===== src/hdl/afmc_pkg.sv =====
package afmc_pkg;

    // Flight mode codes
    localparam logic [1:0] MODE_IDLE   = 2'd0;
    localparam logic [1:0] MODE_NORMAL = 2'd1;
    localparam logic [1:0] MODE_FIX    = 2'd2;
    localparam logic [1:0] MODE_FAIL   = 2'd3;

    // Arming phase codes
    localparam logic [2:0] ARM_FREE      = 3'd0;
    localparam logic [2:0] ARM_HIGH      = 3'd1;
    localparam logic [2:0] ARM_LEFT_HIGH = 3'd2;
    localparam logic [2:0] ARM_LOW       = 3'd3;
    localparam logic [2:0] ARM_UNLOCKED  = 3'd4;

    // Configuration register indexes
    localparam logic [1:0] CFG_ARM_HIGH    = 2'd0;
    localparam logic [1:0] CFG_ARM_LOW     = 2'd1;
    localparam logic [1:0] CFG_HOLD_TICKS  = 2'd2;
    localparam logic [1:0] CFG_MAX_RETRIES = 2'd3;

    // Configuration reset values
    localparam logic [15:0] ARM_HIGH_RST    = 16'd900;
    localparam logic [15:0] ARM_LOW_RST     = 16'd100;
    localparam logic [31:0] HOLD_TICKS_RST  = 32'd1000;
    localparam logic [7:0]  MAX_RETRIES_RST = 8'd3;

    // Toggle request code carried in the fix-height field
    localparam logic [7:0] TOGGLE_REQ = 8'd1;

    typedef struct packed {
        logic [15:0] arm_high_throttle;
        logic [15:0] arm_low_throttle;
        logic [31:0] hold_ticks;
        logic [7:0]  max_retries;
    } t_cfg;

    typedef struct packed {
        logic [1:0]  mode;
        logic        link_up;
        logic [7:0]  fail_count;
        logic [2:0]  arm;
        logic [31:0] high_start_tick;
        logic [31:0] low_start_tick;
        logic [15:0] held_throttle;
        logic [7:0]  held_toggle;
    } t_state;

    // Poll fields as taken from the input register
    typedef struct packed {
        logic        rx_ok;
        logic [15:0] throttle;
        logic [7:0]  fix_height_request;
        logic [31:0] tick_now;
    } t_poll;

endpackage


===== src/hdl/arming_and_flight_mode_controller.sv =====
// Arming and flight mode controller. Each input beat is one control poll;
// each poll gives exactly one result beat with the flight mode, link status
// and arming phase after that poll's update. A poll is registered on entry
// and its state update is done as it moves on, when the result is
// registered; one poll can be taken every cycle unless the result register
// is full and stalled. Input stall rises only when a held poll cannot move
// because the result register is full and stalled. Configuration writes
// take effect at once and are meant to be made while no poll is in flight.
module arming_and_flight_mode_controller (
    input  logic        i_clk,
    input  logic        i_rst_n,
    // poll channel
    input  logic        i_in_valid,
    output logic        o_in_stall,
    input  logic        i_rx_ok,
    input  logic [15:0] i_throttle,
    input  logic [7:0]  i_fix_height_request,
    input  logic [31:0] i_tick_now,
    // result channel
    output logic        o_out_valid,
    input  logic        i_out_stall,
    output logic [1:0]  o_flight_mode,
    output logic        o_link_connected,
    output logic [2:0]  o_arm_phase,
    // configuration
    input  logic        i_cfg_we,
    input  logic [1:0]  i_cfg_idx,
    input  logic [31:0] i_cfg_data
);

    logic              r_in_vld;
    afmc_pkg::t_poll   r_poll;
    logic              r_out_vld;
    logic [1:0]        r_mode_out;
    logic              r_link_out;
    logic [2:0]        r_arm_out;
    afmc_pkg::t_cfg    r_cfg;
    afmc_pkg::t_state  r_state;
    afmc_pkg::t_state  n_state;
    logic              move;
    logic              in_take;

    // handshake
    assign move       = r_in_vld && (!r_out_vld || !i_out_stall);
    assign o_in_stall = r_in_vld && !move;
    assign in_take    = i_in_valid && !o_in_stall;

    // configuration registers
    always_ff @(posedge i_clk) begin
        if (!i_rst_n) begin
            r_cfg.arm_high_throttle <= afmc_pkg::ARM_HIGH_RST;
            r_cfg.arm_low_throttle  <= afmc_pkg::ARM_LOW_RST;
            r_cfg.hold_ticks        <= afmc_pkg::HOLD_TICKS_RST;
            r_cfg.max_retries       <= afmc_pkg::MAX_RETRIES_RST;
        end else if (i_cfg_we) begin
            case (i_cfg_idx)
                afmc_pkg::CFG_ARM_HIGH:    r_cfg.arm_high_throttle <= i_cfg_data[15:0];
                afmc_pkg::CFG_ARM_LOW:     r_cfg.arm_low_throttle  <= i_cfg_data[15:0];
                afmc_pkg::CFG_HOLD_TICKS:  r_cfg.hold_ticks        <= i_cfg_data;
                afmc_pkg::CFG_MAX_RETRIES: r_cfg.max_retries       <= i_cfg_data[7:0];
                default: ;
            endcase
        end
    end

    // input register
    always_ff @(posedge i_clk) begin
        if (!i_rst_n) begin
            r_in_vld <= 1'b0;
        end else if (in_take) begin
            r_in_vld <= 1'b1;
        end else if (move) begin
            r_in_vld <= 1'b0;
        end
    end

    always_ff @(posedge i_clk) begin
        if (in_take) begin
            r_poll.rx_ok              <= i_rx_ok;
            r_poll.throttle           <= i_throttle;
            r_poll.fix_height_request <= i_fix_height_request;
            r_poll.tick_now           <= i_tick_now;
        end
    end

    // next-state logic
    afmc_step u_step (
        .i_cfg  (r_cfg),
        .i_cur  (r_state),
        .i_poll (r_poll),
        .o_nxt  (n_state)
    );

    // controller state
    always_ff @(posedge i_clk) begin
        if (!i_rst_n) begin
            r_state.mode            <= afmc_pkg::MODE_IDLE;
            r_state.link_up         <= 1'b0;
            r_state.fail_count      <= 8'd0;
            r_state.arm             <= afmc_pkg::ARM_FREE;
            r_state.high_start_tick <= 32'd0;
            r_state.low_start_tick  <= 32'd0;
            r_state.held_throttle   <= 16'd0;
            r_state.held_toggle     <= 8'd0;
        end else if (move) begin
            r_state <= n_state;
        end
    end

    // result register
    always_ff @(posedge i_clk) begin
        if (!i_rst_n) begin
            r_out_vld <= 1'b0;
        end else if (move) begin
            r_out_vld <= 1'b1;
        end else if (!i_out_stall) begin
            r_out_vld <= 1'b0;
        end
    end

    always_ff @(posedge i_clk) begin
        if (move) begin
            r_mode_out <= n_state.mode;
            r_link_out <= n_state.link_up;
            r_arm_out  <= n_state.arm;
        end
    end

    assign o_out_valid      = r_out_vld;
    assign o_flight_mode    = r_mode_out;
    assign o_link_connected = r_link_out;
    assign o_arm_phase      = r_arm_out;

endmodule


===== src/hdl/afmc_step.sv =====
module afmc_step (
    input  afmc_pkg::t_cfg   i_cfg,
    input  afmc_pkg::t_state i_cur,
    input  afmc_pkg::t_poll  i_poll,
    output afmc_pkg::t_state o_nxt
);

    logic [7:0]  fail_inc;
    logic [31:0] high_elapsed;
    logic [31:0] low_elapsed;
    logic [15:0] thr;
    afmc_pkg::t_state s;

    assign fail_inc     = i_cur.fail_count + 8'd1;
    assign thr          = i_poll.rx_ok ? i_poll.throttle : i_cur.held_throttle;
    assign high_elapsed = i_poll.tick_now - i_cur.high_start_tick;
    assign low_elapsed  = i_poll.tick_now - i_cur.low_start_tick;

    always_comb begin
        s = i_cur;

        // latch received frame
        if (i_poll.rx_ok) begin
            s.held_throttle = i_poll.throttle;
            s.held_toggle   = i_poll.fix_height_request;
        end

        // link tracker
        if (i_poll.rx_ok) begin
            s.link_up    = 1'b1;
            s.fail_count = 8'd0;
        end else if (fail_inc >= i_cfg.max_retries) begin
            s.link_up    = 1'b0;
            s.fail_count = 8'd0;
        end else begin
            s.fail_count = fail_inc;
        end

        // mode machine, arming sequence runs only in idle
        case (i_cur.mode)
            afmc_pkg::MODE_IDLE: begin
                case (i_cur.arm)
                    afmc_pkg::ARM_FREE: begin
                        if (thr >= i_cfg.arm_high_throttle) begin
                            s.arm             = afmc_pkg::ARM_HIGH;
                            s.high_start_tick = i_poll.tick_now;
                        end
                    end
                    afmc_pkg::ARM_HIGH: begin
                        if (thr < i_cfg.arm_high_throttle) begin
                            s.arm = (high_elapsed >= i_cfg.hold_ticks) ?
                                    afmc_pkg::ARM_LEFT_HIGH : afmc_pkg::ARM_FREE;
                        end
                    end
                    afmc_pkg::ARM_LEFT_HIGH: begin
                        if (thr <= i_cfg.arm_low_throttle) begin
                            s.arm            = afmc_pkg::ARM_LOW;
                            s.low_start_tick = i_poll.tick_now;
                        end
                    end
                    afmc_pkg::ARM_LOW: begin
                        if (thr > i_cfg.arm_low_throttle) begin
                            s.arm = afmc_pkg::ARM_FREE;
                        end else if (low_elapsed >= i_cfg.hold_ticks) begin
                            s.arm = afmc_pkg::ARM_UNLOCKED;
                        end
                    end
                    default: ;
                endcase
                // unlock goes straight to normal with the phase back at free
                if (s.arm == afmc_pkg::ARM_UNLOCKED) begin
                    s.mode = afmc_pkg::MODE_NORMAL;
                    s.arm  = afmc_pkg::ARM_FREE;
                end
            end
            afmc_pkg::MODE_NORMAL, afmc_pkg::MODE_FIX: begin
                if (s.held_toggle == afmc_pkg::TOGGLE_REQ) begin
                    s.mode        = (i_cur.mode == afmc_pkg::MODE_NORMAL) ?
                                    afmc_pkg::MODE_FIX : afmc_pkg::MODE_NORMAL;
                    s.held_toggle = 8'd0;
                end
                // link loss wins over a toggle in the same poll
                if (!s.link_up) begin
                    s.mode = afmc_pkg::MODE_FAIL;
                end
            end
            default: begin
                if (s.link_up) begin
                    s.mode = afmc_pkg::MODE_IDLE;
                end
            end
        endcase
    end

    assign o_nxt = s;

endmodule


===== config.mk =====
export PLATFORM = sky130hd
export DESIGN_NAME = arming_and_flight_mode_controller
export DESIGN_NICKNAME = d
export VERILOG_FILES = /design/src/hdl/afmc_pkg.sv /design/src/hdl/arming_and_flight_mode_controller.sv /design/src/hdl/afmc_step.sv
export SDC_FILE = /design/constraint.sdc
export NUM_CORES = 1
export LEC_CHECK = 0
export ABC_CLOCK_PERIOD_IN_PS = 5900
export BUFFER_PORTS_ARGS = -buffer_cell sky130_fd_sc_hd__buf_4
export CELL_PAD_IN_SITES_DETAIL_PLACEMENT = 1
export CELL_PAD_IN_SITES_GLOBAL_PLACEMENT = 2
export CORE_AREA = 8 8 181 226
export CTS_BUF_LIST = sky130_fd_sc_hd__clkbuf_8
export DETAILED_ROUTE_END_ITERATION = 12
export DIE_AREA = 0 0 189 234
export GPL_ROUTABILITY_DRIVEN = 0
export GPL_TIMING_DRIVEN = 0
export PLACE_DENSITY = 0.88
export SETUP_SLACK_MARGIN = 0.4
export SYNTH_ARGS = -nofsm -noshare
export SYNTH_HDL_FRONTEND = slang
export SYNTH_SLANG_ARGS = --single-unit

===== constraint.sdc =====
create_clock -name i_clk -period 5.9 [get_ports i_clk]
set_input_delay 1.18 -clock i_clk [delete_from_list [all_inputs] [get_ports i_clk]]
set_output_delay 1.18 -clock i_clk [all_outputs]
set_load 0.02 [all_outputs]

# Yosys cells after proc, flatten, opt, wreduce, memory -nomap -nowiden
# Index checks and enable logic that the tools add are counted.
# op_classes
magnitude_cmp,7
eq_ne,11
n_reduce_logical,20
muxes,30
addsub,3
# op_table
cell,n
$mux 32,3
$mux 67,1
$ge 32x32->1,2
$sub 32x32->32,2
$mux 35,1
$mux 8,4
$mux 3,6
$ge 16x16->1,1
$gt 16x16->1,1
$le 16x16->1,1
$lt 16x16->1,1
$mux 16,1
$mux 2,6
$pmux 3 s4,1
$reduce_and 2->1,5
$mux 9,1
$add 8x1->8 const B,1
$eq 8x1->1 const B,1
$ge 8x8->1,1
$reduce_and 4->1,2
$eq 2x2->1 const B,3
$eq 3x2->1 const B,2
$mux 1,5
$eq 2x1->1 const B,2
other kinds (11),17
# totals
regBits,239
input_bits,96
word_cells,92
output_inout_bits,8

# Longest topological paths before layout
# depth
ltp_word,9
ltp_mapped,23

# Modules after synthesis
# From an unflattened synthesis, not the netlist that was laid out.
# hier_totals
hier_cells,1789
area_unflattened_um2,16040.4
# modules_own_cells
mod,area_each_um2,cells_per_inst,instances,seq_area_each_um2
arming_and_flight_mode_controller,8778.4,799,1,5415.2
afmc_step,7262.0,990,1,0.0

# Worst setup path after synthesis
# No wires, ideal clock.
# synth_timing
path_kind,reg2reg
startpoint,reg r_poll[4] (netlist name)
endpoint,"reg r_mode_out[1], in the netlist o_flight_mode[1], data pin"
synth_period_minus_slack_ns,4.481
path_stages_with_launch,19
slack_ns,1.419
n_path_buf,0
arrival_ns,4.223
required_ns,5.641
cell_sequence,edfxtp_1 > ha_1 > a2111o_1 > o211a_1 > o31a_1 > a221oi_4 > o211ai_1 > a31o_1 > a21oi_2 > xnor2_1 > ha_1 > a21o_1 > a21o_1 > a211oi_1 > o211ai_1 > a31oi_1 > o21bai_2 > nor2_1 > o21bai_1
# synth_rtl
item,line,text
start: declaration,arming_and_flight_mode_controller.sv:32,afmc_pkg::t_poll r_poll;
end signal: assignment,arming_and_flight_mode_controller.sv:123,r_mode_out <= n_state.mode;
end: declaration,arming_and_flight_mode_controller.sv:34,logic [1:0] r_mode_out;

==> metrics.cfg <==
[logic_synthesis]
postSynthCellCount = 1672
synth-edff-count = 63
syn-num-nets = 1940
netlist_area_um2 = 14350
ys_warn_count = 0
synth_area_leaders = dfxtp_1 (25%), ha_1 (15%), edfxtp_1 (13%), nand2_1 (7.5%), a21oi_1 (6.5%)
synth_top_area_cell = dfxtp_1
seq_area_frac_synth_pct = 37.74
synth_top_cell_area_share_pct = 24.56
async_reset_ff_share_pct = 0
avgSynthCellArea_um2 = 8.581
synth-seq-cells = 239
ys_types = 76
synthFlopType = dfxtp_1

[cells_and_area]
final_common_cell = nand2_1
antennaDiodeCount = 0
drive_gt1_share_pct = 12.02
multi_input_area_um2 = 8235
area_delta_synth_final_pct = 17.99
fill_cells = 4489
finalNonFillerCells = 2355
mostFrequentLayoutCells = nand2_1 (287), a21oi_1 (186), dfxtp_1 (176), ha_1 (170), inv_1 (164)
regArea_um2 = 5415
fin_nets = 2095

[global_route]
grt_remaining_overflow = 0
track_usage_pct = 19.60
grt_pass1_vias = 13379
antenna_found_initial = 0
grt_pass1_wl_mm = 69.62
grt_max_degree = 32

[setup_path]
crit_path_max_incr_delay_ns = 0.46
slowest_stage = a2111o_1
reg2reg_slack_ns = 0.67
arrival_ns = 5.58
cp-endpoint = o_flight_mode[0]
rr_endpoint = o_flight_mode[0]
startpoint = r_poll[4]
worstReg2RegStart = r_poll[4]
critPathLaunchType = flop
reg2regPathDepth = 18
worstSetupPathType = reg2reg
worstPathMaxFanout = 5
crit_path_end_kind = flop
critical_path.cell_chain = ha_1, a2111o_1, o211a_1, o31a_1, a221oi_4, o21ai_1, nand3b_1, a31oi_1, xnor2_1, ha_1, nand4_1, nor2_4, o211ai_1, o211ai_1, a31oi_4, o21bai_4, nor2_2, o211a_1
required_ns = 6.25

[place]
dp_hpwl_mm = 34.36
port_buffers = 102
post-place-ws_ns = 0.3113
dp_cells = 2268

[detailed_routing]
viasPerCell = 5.259
first_pass_iters = 4
wire_per_inst_um = 18.44
top_layer_used = met4
drcViolationCount = 0
drtIter0Drc = 409
vias = 12385
wirelength_mm = 43.43
postRouteAntennaNets = 0
dr_wl_met2_mm = 22.05
wl_met3_mm = 1.477
wl_met1_mm = 18.19

[pwr]
power_leakage_nw = 6.609
finalPower_mw = 4.672
p_per_area_nw_per_um2 = 276.0
ir_worst_vdd_uv = 137.2

[clocking]
worstSkewPairLatency_ns = 0.60
cts.path.max_buffers = 3
cts_made_buffers = 45
cts.reportedPaths.clkPinSlew_ns = 0.06
numClockSinks = 239
root_buffer = clkbuf_8
cts_tree = done
h-tree-depth = 2

[sta]
period_share_pct = 88.70
skew_ns = 0.04049
period_needed_ns = 5.234
final_max_slew_viol_count = 0
slew_headroom_pct = 30.69
max_freq_mhz = 191.1
grt_setup_unrepaired = yes
hold_violations = 0
tightest_slew_ns = 1.040
setup_viol = 0
setup_slack_ns = 0.6664
holdWs_ns = 0.4538

[die]
io_pins = 104
die_h_um = 234
fp.dieArea_um2 = 44230
start_util_pct = 38.22
design.core.area_um2 = 37540
num_rows = 80
die_x_um = 189

[flow_run]
drv_cap = 0

[status]
status = completed

[hold_path]
hold_path_class = reg2reg

state kept, by name, indices dropped and copies added (netlist names):
name,count
r_state,102
r_cfg,72
r_poll,57
o_arm_phase,3
o_flight_mode,2
o_link_connected,1
o_out_valid,1
r_in_vld,1
power by group:
group          internal (mW)  switching (mW)  total (mW)
clock                   1.07           0.770        1.84
combinational          0.433           0.581        1.01
sequential              1.76          0.0544        1.82
total                   3.27            1.41        4.67
timing repair:
action                     CTS  global route
setup endpoints to repair    3             7
gates cloned                 0             0
pin swaps                    1             4
gates resized for setup      4            14
hold buffers                 0             0
setup buffers                1             3
worst max-delay path, delay by kind of cell, from the launching register on:
kind	cells	cell delay [ns]
AOI/OAI and AO/OA	11	3.04
adders and majority gates	2	0.72
and+or+nand+nor	4	0.68
DFF	1	0.44
xor gates and xnor gates	1	0.11
through the flow:
stage / setup TNS (ns) / instance area [um2] / utilization, %
2_1_floorplan: 0 / 14350 / -
3_3_place_gp: -20.94 / 15730 / 41.90
3_5_place_dp: 0 / 15780 / 42.03
4_1_cts: 0 / 16830 / 44.83
5_1_grt: 0 / 16930 / 45.10
6_report: 0 / 16930 / 45.10
how the worst min path moves through the flow:
stage                startpoint           to  slack [ns]  depth (start not counted)
floorplan           r_state[10]  r_state[10]        0.43                          2
global placement    r_state[19]  r_state[19]        0.44                          2
detailed placement    r_cfg[41]    r_cfg[41]        0.45                          2
CTS                   r_cfg[41]    r_cfg[41]        0.46                          2
global route          r_cfg[53]    r_cfg[53]        0.47                          2
finish              r_state[15]  r_state[15]        0.45                          2
final cells by class:
cell class	count	area share [%]
multi-input cells	1221	48.65
flip-flops and latches	239	31.99
repair buffers	108	4.937
clock buffers	55	4.472
well taps	492	3.636
inverters	156	3.459
clock inverters	28	1.596
plain buffers	56	1.264
cell families (layout without fill, tap and decap cells):
group                    count (synthesis)  count (layout)  synth area share (%)
adder cells (fa/ha/maj)                172             172                 15.10
AND/OR/NAND/NOR                        522             522                 15.97
XOR/XNOR                                59              59                 3.602
flip-flops                             239             239                 37.74
buffers and inverters                  212             403                 5.572
AO/OA/AOI/OAI                          419             419                 18.45
multiplexers                            49              49                 3.558
synth_stat cells, drive strengths merged, types with 5 or more instances:
| library cell | count |
|---|---|
| nor4 | 5 |
| a21oi | 188 |
| nand2b | 12 |
| nand4 | 17 |
| nor2b | 14 |
| inv | 155 |
| edfxtp | 63 |
| o21ai | 52 |
| a211o | 6 |
| a211oi | 11 |
| a21o | 49 |
| o21bai | 12 |
| nand3 | 24 |
| xnor2 | 38 |
| mux2i | 33 |
| and2 | 8 |
| nand3b | 6 |
| o211ai | 22 |
| nor2 | 102 |
| and3 | 12 |
| a31oi | 11 |
| nor3 | 13 |
| ha | 170 |
| xor2 | 21 |
| mux2 | 16 |
| a22oi | 5 |
| and4 | 7 |
| o21a | 15 |
| dfxtp | 176 |
| nand2 | 287 |
| clkbuf | 53 |
metal layers:
metal | up-vias | track usage, %
met1 | 5939 | 21.73
met5 | - | 0
li1 | 6158 | -
met3 | 91 | 2.946
met2 | 197 | 36.98
met4 | 0 | 7.779
Power figures use the tool's default switching activity.
